<file path="config.mk">
export PLATFORM = sky130hd
export DESIGN_NAME = seat_grid_toggle_and_run_allocate
export DESIGN_NICKNAME = d
export VERILOG_FILES = /design/src/sv/sgt_pkg.sv /design/src/sv/seat_grid_toggle_and_run_allocate.sv /design/src/sv/sgt_seat_mem.sv /design/src/sv/sgt_seat_window.sv
export VERILOG_INCLUDE_DIRS = /design/src /design/src/sv
export SDC_FILE = /design/constraint.sdc
export NUM_CORES = 1
export LEC_CHECK = 0
export ABC_AREA = 0
export BUFFER_PORTS_ARGS = -buffer_cell sky130_fd_sc_hd__buf_4
export CAP_MARGIN = 30
export CORE_MARGIN = 1
export CORE_UTILIZATION = 39
export DETAILED_ROUTE_END_ITERATION = 10
export SKIP_LAST_GASP = 1
export SLEW_MARGIN = 20
export SYNTH_ARGS = -nofsm -noshare
export SYNTH_HDL_FRONTEND = slang
export SYNTH_HIERARCHICAL = 1
export SYNTH_SLANG_ARGS = --single-unit
</file>
<file path="constraint.sdc">
create_clock -name clk -period 6.6 [get_ports clk]
set_input_delay 0.66 -clock clk [delete_from_list [all_inputs] [get_ports clk]]
set_output_delay 0.66 -clock clk [all_outputs]
set_load 0.05 [all_outputs]
</file>
<file path="src/sv/seat_grid_toggle_and_run_allocate_macros.svh">
// ----------------------------------------------------------------------------
// seat grid assertion macros
// shared property forms for the seat grid checks, clocked on clk and
// disabled while rst_n is low
// ----------------------------------------------------------------------------
`ifndef SEAT_GRID_TOGGLE_AND_RUN_ALLOCATE_MACROS_SVH
`define SEAT_GRID_TOGGLE_AND_RUN_ALLOCATE_MACROS_SVH

// condition holds in the same cycle
`define SGT_ASSERT_NOW(lbl, ante, cons, msg) \
  lbl: assert property (@(posedge clk) disable iff (!rst_n) (ante) |-> (cons)) \
    else $error(msg);

// condition holds in the next cycle
`define SGT_ASSERT_NEXT(lbl, ante, cons, msg) \
  lbl: assert property (@(posedge clk) disable iff (!rst_n) (ante) |=> (cons)) \
    else $error(msg);

`endif

</file>
<file path="src/sv/sgt_pkg.sv">
// ----------------------------------------------------------------------------
// sgt_pkg
// types, seat codes and fixed seat geometry for the seat grid block
// ----------------------------------------------------------------------------
`timescale 1ns / 1ps
`default_nettype none

package sgt_pkg;

  // seat status codes
  localparam logic [1:0] SEAT_FREE   = 2'd0;
  localparam logic [1:0] SEAT_RSVD   = 2'd1;
  localparam logic [1:0] SEAT_BOUGHT = 2'd2;

  // command codes
  localparam logic CMD_CLICK = 1'b0;
  localparam logic CMD_BUY   = 1'b1;

  // geometry in doubled q2.14 units
  localparam int unsigned GEO_W = 19;
  typedef logic signed [GEO_W-1:0] geo_t;

  localparam geo_t Y2_BASE  = GEO_W'(-24576);
  localparam geo_t Y2_PITCH = GEO_W'(4680);

  // sequencer states
  typedef enum logic [2:0] {
    S_IDLE,
    S_CLK_SCAN,
    S_CLK_UPD,
    S_BUY_SCAN,
    S_BUY_WR,
    S_DONE
  } state_t;

  // one result beat, hit_found in the lowest bit
  typedef struct packed {
    logic [3:0] buy_right_col;
    logic [2:0] buy_row;
    logic       buy_done;
    logic [1:0] new_status;
    logic [6:0] hit_seat;
    logic       hit_found;
  } result_t;

  // half size of a seat per row
  function automatic logic [10:0] row_half(input logic [3:0] r);
    logic [10:0] v;
    case (r)
      4'd0:    v = 11'd1671;
      4'd1:    v = 11'd1532;
      4'd2:    v = 11'd1393;
      4'd3:    v = 11'd1253;
      4'd4:    v = 11'd1114;
      4'd5:    v = 11'd1044;
      default: v = 11'd1393;
    endcase
    return v;
  endfunction

  // column pitch per row
  function automatic logic [10:0] row_step(input logic [3:0] r);
    logic [10:0] v;
    case (r)
      4'd0:    v = 11'd2005;
      4'd1:    v = 11'd1838;
      4'd2:    v = 11'd1671;
      4'd3:    v = 11'd1504;
      4'd4:    v = 11'd1337;
      4'd5:    v = 11'd1253;
      default: v = 11'd1671;
    endcase
    return v;
  endfunction

endpackage

`default_nettype wire

</file>
<file path="src/sv/seat_grid_toggle_and_run_allocate.sv">
// A click scans the seat boxes in index order, one seat box tested per cycle
// by the shared hit-test unit, then loads its result into the output register.
// A buy scans row by row, right to left, one status read per cycle
// from the single read port, then marks each seat bought and loads the result.
// One item at a time: in_tready is high only while the sequencer is idle.
// Reset (synchronous, rst_n low) clears the sequencer and marks every seat free.
// ----------------------------------------------------------------------------
// seat_grid_toggle_and_run_allocate
// seat grid with click toggle and run purchase, run by a small sequencer
// over a shared hit-test unit and a one-read one-write seat status store
// ----------------------------------------------------------------------------
`timescale 1ns / 1ps
`default_nettype none

module seat_grid_toggle_and_run_allocate #(
  parameter int ROWS = 6,
  parameter int COLS = 14
) (
  input  wire logic        clk,
  input  wire logic        rst_n,
  input  wire logic        in_tvalid,
  output logic             in_tready,
  input  wire logic [39:0] in_tdata,  // click_x[15:0], click_y[31:16], seat_count[35:32]
  input  wire logic        in_tuser,  // cmd
  output logic             out_tvalid,
  input  wire logic        out_tready,
  output logic [23:0]      out_tdata  // hit_found, hit_seat, new_status, buy_done,
                                      // buy_row, buy_right_col
);
  import sgt_pkg::*;

`include "seat_grid_toggle_and_run_allocate_macros.svh"

  localparam int NSEATS = ROWS * COLS;
  localparam int AW     = (NSEATS > 1) ? $clog2(NSEATS) : 1;
  localparam int RW     = (ROWS > 1) ? $clog2(ROWS) : 1;
  localparam int CW     = (COLS > 1) ? $clog2(COLS) : 1;

  localparam logic [RW-1:0] ROW_LAST = RW'(ROWS - 1);
  localparam logic [CW-1:0] COL_LAST = CW'(COLS - 1);
  localparam logic [AW-1:0] IDX_ROW0 = AW'(COLS - 1);
  localparam logic [AW-1:0] IDX_JUMP = AW'(2 * COLS - 1);
  localparam logic [4:0]    COLS_W   = 5'(COLS);
  localparam geo_t          COL_SPAN = GEO_W'(COLS - 1);

  // x centre of the leftmost seat of a row
  function automatic geo_t x_first(input logic [3:0] r);
    geo_t s;
    s = GEO_W'(row_step(r));
    return -(s * COL_SPAN);
  endfunction

  state_t        state_r, state_nxt;
  logic [RW-1:0] row_r, row_nxt;
  logic [CW-1:0] col_r, col_nxt;
  logic [AW-1:0] idx_r, idx_nxt;
  geo_t          x2_r, x2_nxt;
  geo_t          y2_r, y2_nxt;
  geo_t          px2_r, px2_nxt;
  geo_t          py2_r, py2_nxt;
  logic [3:0]    n_r, n_nxt;
  logic [3:0]    run_r, run_nxt;       // run length in scan, seats left in write
  logic [CW-1:0] right_col_r, right_col_nxt;
  logic [AW-1:0] right_idx_r, right_idx_nxt;
  logic          iss_act_r, iss_act_nxt;
  logic          ev_vld_r, ev_vld_nxt;
  logic [RW-1:0] ev_row_r, ev_row_nxt;
  logic [CW-1:0] ev_col_r, ev_col_nxt;
  logic [AW-1:0] ev_idx_r, ev_idx_nxt;
  result_t       res_r, res_nxt;
  result_t       out_res_r, out_res_nxt;
  logic          out_vld_r, out_vld_nxt;

  logic          mem_rd_en;
  logic [AW-1:0] mem_rd_addr;
  logic [1:0]    mem_rd_data;
  logic          mem_wr_en;
  logic [AW-1:0] mem_wr_addr;
  logic [1:0]    mem_wr_data;

  geo_t          h2;
  logic          hit;

  // per-row seat half size
  assign h2 = GEO_W'({row_half(4'(row_r)), 1'b0});

  sgt_seat_window u_window (
    .px2     (px2_r),
    .py2     (py2_r),
    .x2      (x2_r),
    .y2      (y2_r),
    .h2      (h2),
    .box_hit (hit)
  );

  sgt_seat_mem #(
    .DEPTH (NSEATS),
    .AW    (AW)
  ) u_mem (
    .clk     (clk),
    .rst_n   (rst_n),
    .rd_en   (mem_rd_en),
    .rd_addr (mem_rd_addr),
    .rd_data (mem_rd_data),
    .wr_en   (mem_wr_en),
    .wr_addr (mem_wr_addr),
    .wr_data (mem_wr_data)
  );

  // control registers
  always_ff @(posedge clk) begin
    if (!rst_n) begin
      state_r   <= S_IDLE;
      iss_act_r <= 1'b0;
      ev_vld_r  <= 1'b0;
      out_vld_r <= 1'b0;
    end else begin
      state_r   <= state_nxt;
      iss_act_r <= iss_act_nxt;
      ev_vld_r  <= ev_vld_nxt;
      out_vld_r <= out_vld_nxt;
    end
  end

  // datapath registers
  always_ff @(posedge clk) begin
    row_r       <= row_nxt;
    col_r       <= col_nxt;
    idx_r       <= idx_nxt;
    x2_r        <= x2_nxt;
    y2_r        <= y2_nxt;
    px2_r       <= px2_nxt;
    py2_r       <= py2_nxt;
    n_r         <= n_nxt;
    run_r       <= run_nxt;
    right_col_r <= right_col_nxt;
    right_idx_r <= right_idx_nxt;
    ev_row_r    <= ev_row_nxt;
    ev_col_r    <= ev_col_nxt;
    ev_idx_r    <= ev_idx_nxt;
    res_r       <= res_nxt;
    out_res_r   <= out_res_nxt;
  end

  // sequencer next state and datapath control
  always_comb begin
    logic [3:0]    run_base;
    logic [CW-1:0] rc;
    logic [AW-1:0] ri;
    logic [1:0]    new_st;

    state_nxt     = state_r;
    row_nxt       = row_r;
    col_nxt       = col_r;
    idx_nxt       = idx_r;
    x2_nxt        = x2_r;
    y2_nxt        = y2_r;
    px2_nxt       = px2_r;
    py2_nxt       = py2_r;
    n_nxt         = n_r;
    run_nxt       = run_r;
    right_col_nxt = right_col_r;
    right_idx_nxt = right_idx_r;
    iss_act_nxt   = iss_act_r;
    ev_vld_nxt    = 1'b0;
    ev_row_nxt    = row_r;
    ev_col_nxt    = col_r;
    ev_idx_nxt    = idx_r;
    res_nxt       = res_r;
    out_res_nxt   = out_res_r;
    out_vld_nxt   = out_vld_r && !out_tready;
    mem_rd_en     = 1'b0;
    mem_rd_addr   = idx_r;
    mem_wr_en     = 1'b0;
    mem_wr_addr   = right_idx_r;
    mem_wr_data   = SEAT_BOUGHT;
    in_tready     = 1'b0;
    run_base      = '0;
    rc            = right_col_r;
    ri            = right_idx_r;
    new_st        = SEAT_FREE;

    case (state_r)
      S_IDLE: begin
        in_tready = 1'b1;
        if (in_tvalid) begin
          res_nxt = '0;
          px2_nxt = GEO_W'(signed'({in_tdata[15:0], 1'b0}));
          py2_nxt = GEO_W'(signed'({in_tdata[31:16], 1'b0}));
          n_nxt   = in_tdata[35:32];
          run_nxt = '0;
          if (in_tuser == CMD_CLICK) begin
            row_nxt   = '0;
            col_nxt   = '0;
            idx_nxt   = '0;
            x2_nxt    = x_first(4'd0);
            y2_nxt    = Y2_BASE;
            state_nxt = S_CLK_SCAN;
          end else if ((in_tdata[35:32] == 4'd0) || ({1'b0, in_tdata[35:32]} > COLS_W)) begin
            state_nxt = S_DONE;
          end else begin
            row_nxt     = '0;
            col_nxt     = COL_LAST;
            idx_nxt     = IDX_ROW0;
            iss_act_nxt = 1'b1;
            state_nxt   = S_BUY_SCAN;
          end
        end
      end

      // one seat box per cycle in index order
      S_CLK_SCAN: begin
        if (hit) begin
          mem_rd_en = 1'b1;
          state_nxt = S_CLK_UPD;
        end else if (col_r == COL_LAST) begin
          if (row_r == ROW_LAST) begin
            state_nxt = S_DONE;
          end else begin
            row_nxt = row_r + 1'b1;
            col_nxt = '0;
            idx_nxt = idx_r + 1'b1;
            x2_nxt  = x_first(4'(row_r) + 4'd1);
            y2_nxt  = y2_r + Y2_PITCH;
          end
        end else begin
          col_nxt = col_r + 1'b1;
          idx_nxt = idx_r + 1'b1;
          x2_nxt  = x2_r + GEO_W'({row_step(4'(row_r)), 1'b0});
        end
      end

      // toggle free and reserved, bought stays
      S_CLK_UPD: begin
        case (mem_rd_data)
          SEAT_FREE: new_st = SEAT_RSVD;
          SEAT_RSVD: new_st = SEAT_FREE;
          default:   new_st = mem_rd_data;
        endcase
        mem_wr_en          = 1'b1;
        mem_wr_addr        = idx_r;
        mem_wr_data        = new_st;
        res_nxt.hit_found  = 1'b1;
        res_nxt.hit_seat   = 7'(idx_r);
        res_nxt.new_status = new_st;
        state_nxt          = S_DONE;
      end

      // each read is issued in the cycle before its run check
      S_BUY_SCAN: begin
        if (iss_act_r) begin
          mem_rd_en  = 1'b1;
          ev_vld_nxt = 1'b1;
          if (col_r == '0) begin
            if (row_r == ROW_LAST) begin
              iss_act_nxt = 1'b0;
            end else begin
              row_nxt = row_r + 1'b1;
              col_nxt = COL_LAST;
              idx_nxt = idx_r + IDX_JUMP;
            end
          end else begin
            col_nxt = col_r - 1'b1;
            idx_nxt = idx_r - 1'b1;
          end
        end
        if (ev_vld_r) begin
          run_base = (ev_col_r == COL_LAST) ? 4'd0 : run_r;
          if (mem_rd_data == SEAT_FREE) begin
            rc = (run_base == 4'd0) ? ev_col_r : right_col_r;
            ri = (run_base == 4'd0) ? ev_idx_r : right_idx_r;
            right_col_nxt = rc;
            right_idx_nxt = ri;
            run_nxt       = run_base + 4'd1;
          end else begin
            run_nxt = '0;
          end
          if ((mem_rd_data == SEAT_FREE) && ((run_base + 4'd1) == n_r)) begin
            run_nxt               = n_r;
            iss_act_nxt           = 1'b0;
            ev_vld_nxt            = 1'b0;
            res_nxt.buy_done      = 1'b1;
            res_nxt.buy_row       = 3'(ev_row_r);
            res_nxt.buy_right_col = 4'(rc);
            state_nxt             = S_BUY_WR;
          end else if ((ev_row_r == ROW_LAST) && (ev_col_r == '0)) begin
            iss_act_nxt = 1'b0;
            ev_vld_nxt  = 1'b0;
            state_nxt   = S_DONE;
          end
        end
      end

      // mark the run bought, right to left
      S_BUY_WR: begin
        mem_wr_en     = 1'b1;
        right_idx_nxt = right_idx_r - 1'b1;
        run_nxt       = run_r - 4'd1;
        if (run_r == 4'd1) begin
          state_nxt = S_DONE;
        end
      end

      // hand the result to the output register
      S_DONE: begin
        if (!out_vld_r || out_tready) begin
          out_vld_nxt = 1'b1;
          out_res_nxt = res_r;
          state_nxt   = S_IDLE;
        end
      end

      default: begin
        state_nxt = S_IDLE;
      end
    endcase
  end

  assign out_tvalid = out_vld_r;
  assign out_tdata  = {6'd0, out_res_r};

  // checks
  `SGT_ASSERT_NEXT(a_busy_after_accept, in_tvalid && in_tready, !in_tready, "ready right after accept")
  `SGT_ASSERT_NOW(a_write_state, mem_wr_en, (state_r == S_CLK_UPD) || (state_r == S_BUY_WR), "status write outside update")
  `SGT_ASSERT_NOW(a_wr_count, state_r == S_BUY_WR, run_r != 4'd0, "buy write with no seats left")
  `SGT_ASSERT_NOW(a_one_kind, out_tvalid, !(out_tdata[0] && out_tdata[10]), "hit and buy in one beat")
  `SGT_ASSERT_NOW(a_run_short, (state_r == S_BUY_SCAN) && ev_vld_r, run_r < n_r, "run reached count unnoticed")

endmodule

`default_nettype wire

</file>
<file path="src/sv/sgt_seat_mem.sv">
// ----------------------------------------------------------------------------
// sgt_seat_mem
// seat status store, one write and one registered read per cycle; per-entry
// valid flags make untouched seats read as free after reset
// ----------------------------------------------------------------------------
`timescale 1ns / 1ps
`default_nettype none

module sgt_seat_mem #(
  parameter int DEPTH = 84,
  parameter int AW    = 7
) (
  input  wire logic          clk,
  input  wire logic          rst_n,
  input  wire logic          rd_en,
  input  wire logic [AW-1:0] rd_addr,
  output logic [1:0]         rd_data,
  input  wire logic          wr_en,
  input  wire logic [AW-1:0] wr_addr,
  input  wire logic [1:0]    wr_data
);
  import sgt_pkg::*;

  logic [1:0]       mem_r [DEPTH];
  logic [DEPTH-1:0] vld_r;
  logic [1:0]       rd_data_r;

  // valid flags, cleared at reset
  always_ff @(posedge clk) begin
    if (!rst_n) begin
      vld_r <= '0;
    end else if (wr_en) begin
      vld_r[wr_addr] <= 1'b1;
    end
  end

  // storage write
  always_ff @(posedge clk) begin
    if (wr_en) begin
      mem_r[wr_addr] <= wr_data;
    end
  end

  // registered read
  always_ff @(posedge clk) begin
    if (rd_en) begin
      rd_data_r <= vld_r[rd_addr] ? mem_r[rd_addr] : SEAT_FREE;
    end
  end

  assign rd_data = rd_data_r;

endmodule

`default_nettype wire

</file>
<file path="src/sv/sgt_seat_window.sv">
// ----------------------------------------------------------------------------
// sgt_seat_window
// shared hit-test unit: strict inside test of a point against one seat box
// ----------------------------------------------------------------------------
`timescale 1ns / 1ps
`default_nettype none

module sgt_seat_window (
  input  wire sgt_pkg::geo_t px2,
  input  wire sgt_pkg::geo_t py2,
  input  wire sgt_pkg::geo_t x2,
  input  wire sgt_pkg::geo_t y2,
  input  wire sgt_pkg::geo_t h2,
  output logic               box_hit
);
  import sgt_pkg::*;

  geo_t x_lo;
  geo_t x_hi;
  geo_t y_lo;
  geo_t y_hi;

  // box edges
  assign x_lo = x2 - h2;
  assign x_hi = x2 + h2;
  assign y_lo = y2 - h2;
  assign y_hi = y2 + h2;

  // all four bounds strict
  assign box_hit = (px2 > x_lo) && (px2 < x_hi) && (py2 > y_lo) && (py2 < y_hi);

endmodule

`default_nettype wire

</file>
==> metrics list, run 1 <==
- After layout, the worst path uses 95.7% of the clock period.
* Nature of the critical path endpoint: flop
- After legalization and detailed placement, the total HPWL measured 41600 microns.
- The first detailed-routing pass took 6 iterations.
- Minimum period implied by the final worst setup slack: 6.31 ns
* Via/cell ratio: 5.44
* CTS tree: yes
- For the worst flop-to-flop path, the logic depth is 26.
- In this run the standard cell core region covers 60400 sq um.
- Of all nets on the critical path, the largest fanout is 8.
* Clock latency on the worst-skew pair: 0.60 ns
- Actual transition at the worst max-transition pin: 0.853 ns
* Drt initial violations: 1004
- At the end of routability-driven placement, the weighted congestion stood at 0.855.
- For the worst setup path, the data arrival time is 6.59 ns.
- The critical path starts at ev_row_nxt[0].
* Proportion of layout cells with a drive suffix above 1: 14.3%
* Die span in x: 249 microns
* H-tree levels: 2
- The share of synthesized area in the top cell type comes to 38.6%.
* Clock slew at the register clock pins of the worst setup and hold paths: 0.06 ns
- Input and output buffers added on the ports amount to 60.
- Critical Path Most Common Cell: ha_1
- In the synthesized netlist the dominant register cell turns out to be edfxtp_1.
- Hold WC Path Type: input port to flop
- Post-synth top area cell: edfxtp_1
* Unique masters post-synth: 93
- Between clock sinks in the finished design, the worst skew comes to 0.0575 ns.
* Placement row count: 90
* Number of buffers created by CTS: 46
- Overflow left after global routing: 0
- In the global route stage, overall resource usage came out at 18.4%.
- The final-report max-slew violation count is 0.
- The number of global-route vias before repair was 16800.
- Critical path data required time: 6.87 ns
- Setup total negative slack on the finished layout was measured at 0 ns.
- Largest net degree at the start of global routing: 91
- Post-route antenna net violation count: 0
- The number of antenna violations at the first check in global routing came to 0.
- For this run, design rule violations remaining after detail routing come to 0.
- Synthesized area divided by synthesized cell count: 11.2 sq um
* Seq cells post-synth: 410
- In this run the clock root is driven by a clkbuf_16.
- Minimum setup slack after placement: -0.0714 ns
- Setup violations remaining at the end of the flow were counted as 0.
- Measured against its own limit, the worst slew margin works out to 43.2%.
* Final net count: 2527
* Maximum clock rate: 158 MHz
* Category of the worst setup path launch point: flop
- Average wire per standard cell: 18.6 microns
- Most common cell in the synthesized netlist: edfxtp_1
- Summing over every cut layer, the via total after detailed routing is 16800.
- During synthesis, Yosys emitted a total of 6 warnings.
- The endpoint identified for the worst register-to-register timing path is y2_r[15].
* Total Routed Length: 57600 microns
- Clock Path Buffers: 3
- 71 I/O pins were placed.
- Share of synthesized registers carrying an async set or reset: 0%
* Synthesized cell area: 23800 sq um
* First-pass GRT wire length: 90900 microns
- Starting Density: 39.5%
* Total of hold buffers inserted after clock tree synthesis: 0
- Die Height: 249 microns
- Yosys mapped a number of flops with a built-in enable equal to 306.
- In the post-synthesis netlist, the biggest area contributors are edfxtp_1 39%, ha_1 11%, dfxtp_1 8.7%.
* Die area: 62100 sq um
- Setup slack of the critical path after layout: 0.286 ns
* Source of the worst register-to-register timing path: ev_row_nxt[0]
- End point of the critical path: y2_r[15]
- Final Hold Violating Endpoints: 0
- Across the run, the number of max-cap violations was 0.
* Relative area change from synthesis to final layout: 14.4%
- Ranked by instance count, the synthesized netlist is headed by 306 x edfxtp_1, 216 x nor2_1, 205 x ha_1.
- On the critical path, the stage with the largest delay is an instance of edfxtp_1.
- Register-to-register setup slack: 0.29 ns
- Cells after synthesis: 2135
* Maximum cell stage delay along the critical path: 0.48 ns
* Worst setup path category: flop to flop
* Register area share after synthesis: 47.3%
* Outcome: complete, no violations
* CTS sink cnt: 410
==> logic make-up after synthesis <==
logic type / after synthesis / share of synthesized area, %
simple gates: 603 / 12.1
compound gates: 513 / 15.1
flops: 410 / 47.3
fa+ha+maj: 215 / 11.6
buf+inv: 198 / 3.47
xor+xnor: 111 / 4.08
mux: 83 / 6.26
other cells: 2 / 0.0315
==> cells in the final DEF (no fill, tap or decap), drive strengths merged, types with 18 or more instances in the layout <==
master	count
nor2	216
ha	205
nand2b	29
mux4	52
and3	21
and2	19
or3	19
xnor2	74
a21oi	117
nor2b	29
mux2i	23
nand3	42
clkbuf	65
nor3	33
dfxtp	104
nand2	128
edfxtp	306
a21o	39
conb	44
inv	108
o21a	99
o211ai	20
nand4	18
o21ai	82
xor2	37
buf	132
==> flip-flops by register name, indices dropped and copies added (netlist names), 16 cells and up <==
register / flops
res_r: 18
u_mem/vld_r: 84
u_mem/mem_r: 168
py2_r: 16
px2_r: 16
y2_r: 16
x2_r: 19
out_tdata: 18
==> layout make-up <==
class                           count  area, sq um
Antenna cell                        1         2.50
Clock inverter                     22          211
Multi-Input combinational cell   1569        12100
Timing Repair Buffer              133         1060
Clock buffer                       64         1270
Inverter                          107          402
Sequential cell                   410        11300
Fill cell                        5573        33100
Tap cell                          782          978
==> critical path, delay by kind of cell, from the launching register on <==
family | cells | cell delay, ns
adders and majority gates | 4 | 1.13
buffers and inverters | 3 | 0.55
AOI/OAI and AO/OA | 11 | 2.10
and+or+nand+nor | 8 | 1.72
DFF | 1 | 0.48
==> worst min path at each step <==
stage	from	depth (start not counted)	to
3_3_place_gp	res_r[16]	0	out_tdata[16]
6_report	in_tdata[5]	1	px2_r[6]
4_1_cts	in_tdata[5]	1	px2_r[6]
5_1_grt	in_tdata[5]	1	px2_r[6]
2_1_floorplan	col_r[2]	0	ev_col_r[2]
3_5_place_dp	res_r[1]	0	out_tdata[1]
==> stage by stage <==
stage	utilization, %	hold WS (ns)	cell area [sq um]	instances
final	45.2	0.244	27300	3088
after global routing	45.2	0.215	27300	3087
after CTS	44.7	0.214	27000	3076
after detailed placement	42.2	0.405	25500	2990
after global placement	42.2	0.407	25500	2989
after floorplan	-	0.346	24000	2177
==> what timing repair did <==
action / 4_1_cts / 5_1_grt
setup buffers: 0 / 8
pin swaps: 0 / 13
gates resized for setup: 2 / 33
setup endpoints to repair: 50 / 54
gates cloned: 0 / 1
hold endpoints to repair: 0 / 0
==> per-layer routing <==
metal	track usage, %	up-vias	share of wire [%]
li1	-	8140	-
met5	0	-	0
met4	5.84	0	2.8
met1	23.6	8191	43
met3	2.68	90	4.4
met2	31.8	373	49
Power of run 1 is not shown: default switching activity piles up to over one toggle a cycle in this logic, so the estimate is an artifact.
==> run 2: changes to the inputs <==
- CORE_UTILIZATION: 39 -> 44
- PLACE_DENSITY_LB_ADDON: unset -> 0.3
==> metrics list, run 2 (same netlist as run 1, synthesis figures left out) <==
* Outcome: complete, no violations
- Together, buffers and inverters on the worst path number 3.
- Final hold analysis gives a worst-case slack of 0.238 ns.
- Counting the buffers created by CTS gives 46.
- Drt initial violations: 1420
* Critical path data required time: 6.91 ns
- Starting Density: 44.9%
- Average wire per standard cell: 19.1 microns
* Antenna violations before repair: 0
- The critical path is of the flop to flop type.
- Rel. slew slack: 40.7%
- The routed design could run at a clock period as short as 6.34 ns.
* Nature of the critical path endpoint: flop
- Final sum of negative setup slack: 0 ns
* Register ranked first by flip-flop count: u_mem/mem_r
- Clock skew on the completed layout was measured at 0.0306 ns.
- Maximum cell stage delay along the critical path: 0.46 ns
- The post-route netlist has 13.8% of its cells at a drive strength greater than 1.
* Flip-flop count of the largest register after layout: 168
* First-pass GRT wire length: 89800 microns
- Largest net degree at the start of global routing: 91
* Final setup violation count: 0
* Met3 Wirelength: 3400 microns
- The detailed router placed 16900 vias in this run.
- Across every metal layer, demand over resource in global routing totals 20.4%.
* DRC violation count after routing: 0
- The die covers 55100 sq um.
- Number of optimization iterations in the first detailed-route pass: 5
- After clock tree synthesis, the clock-pin slew on the worst setup and hold paths is 0.06 ns.
* Placement row count: 84
- Category of the worst setup path launch point: flop
- 71 I/O pins were placed.
* Maximum clock rate: 158 MHz
- Clk root buf: clkbuf_16
- Data arrival, critical path: 6.65 ns
- Core area: 53100 sq um
* Overflow left after global routing: 0
* Via/cell ratio: 5.69
- Max-capacitance violation count: 0
* Largest registers ranked by flip-flop count: u_mem/mem_r (168), u_mem/vld_r (84), x2_r (19)
- Count of pins over their slew limit: 0
- Measured along the x axis, the die boundary spans 235 microns.
- Most frequent standard cell in the layout excluding fill and tap cells: edfxtp_1
- Number of global-route vias before repair: 16700
* Relative area change from synthesis to final layout: 13.8%
- Clock Path Buffers: 3
* Total of hold buffers inserted after clock tree synthesis: 0
- CTS tree: yes
* Hold WC Path Type: input port to flop
- 0 antenna diodes ended up in the layout.
- DP HPWL: 41200 microns
- Family with the most delay on the worst path: compound AO/OA/AOI/OAI gates
- Critical path's slowest cell: edfxtp_1
- For this design, the sink count on the clock tree is 410.
- Once detail routing completed, the nets flagged for antenna violations numbered 0.
* Critical-path maximum fanout: 7
- Leading cell types in the layout, fill and taps excluded: 306 x edfxtp_1, 215 x nor2_1, 200 x ha_1, 125 x nand2_1
- Total Routed Length: 56800 microns
* Clock latency on the worst-skew pair: 0.60 ns
* Number of port buffers: 60
* H-tree levels: 2
- Die Height: 235 microns
* Final Hold Violating Endpoints: 0
- Final clock period utilization by the worst path: 96.1%
- Routability-driven placement finished with a final weighted congestion of 0.881.
- Top layer reached by signal wires: met4
- The final layout contains 2511 nets.
- Detailed routing placed a total of 26900 microns of wire on met2.
- Actual transition at the worst max-transition pin: 0.890 ns
- Met1 layer wirelength in the final routing: 25500 microns
## run 2: cell count changes in the layout (fill, tap and decap cells not counted), moves of 3 or more
cell | previous run | this run
clkbuf_1 | 14 | 5
clkinv_1 | 5 | 8
nor3_2 | 3 | 0
buf_4 | 127 | 111
bufinv_16 | 1 | 6
## run 2: worst paths after layout
kind                 start            end  slack [ns]  depth (start not counted)
max          ev_row_nxt[0]       x2_r[16]        0.26                         26
min            in_tdata[2]       px2_r[3]        0.24                          1
max reg2reg  ev_row_nxt[0]       x2_r[16]        0.26                         26
min reg2reg      res_r[16]  out_tdata[16]        0.42                          0
## run 2: final cells by class
type	count	area, sq um
fillers	4627	26000
multi-input cells	1569	12000
flip-flops and latches	410	11300
clock buffers	54	1210
repair buffers	117	955
well taps	688	861
inverters	107	402
clock inverters	32	378
## run 2: through the flow
| stage | setup slack (ns) | util (%) | std cells | cell area [sq um] |
|---|---|---|---|---|
| 2_1_floorplan | 0.0614 | - | 2177 | 24000 |
| 3_3_place_gp | 0.127 | 47.6 | 2880 | 25300 |
| 3_5_place_dp | 0.0613 | 47.6 | 2880 | 25300 |
| 4_1_cts | 0.0381 | 50.6 | 2966 | 26800 |
| 5_1_grt | -0.0435 | 51.1 | 2977 | 27100 |
| 6_report | 0.260 | 51.1 | 2977 | 27100 |
## run 2: what timing repair did
| item | 4_1_cts | 5_1_grt |
|---|---|---|
| buffers inserted | 0 | 7 |
| setup endpoints to repair | 0 | 54 |
| endpoints found under the hold margin | 0 | 0 |
| gates resized for setup | 0 | 33 |
## run 2: routing by layer
metal  GRT usage (%)  vias up
li1                -     8118
met4            5.28        0
met1            27.7     8296
met2            33.7      442
met3            3.49       79
met5               0        -
Power of run 2 is left out for the same reason.
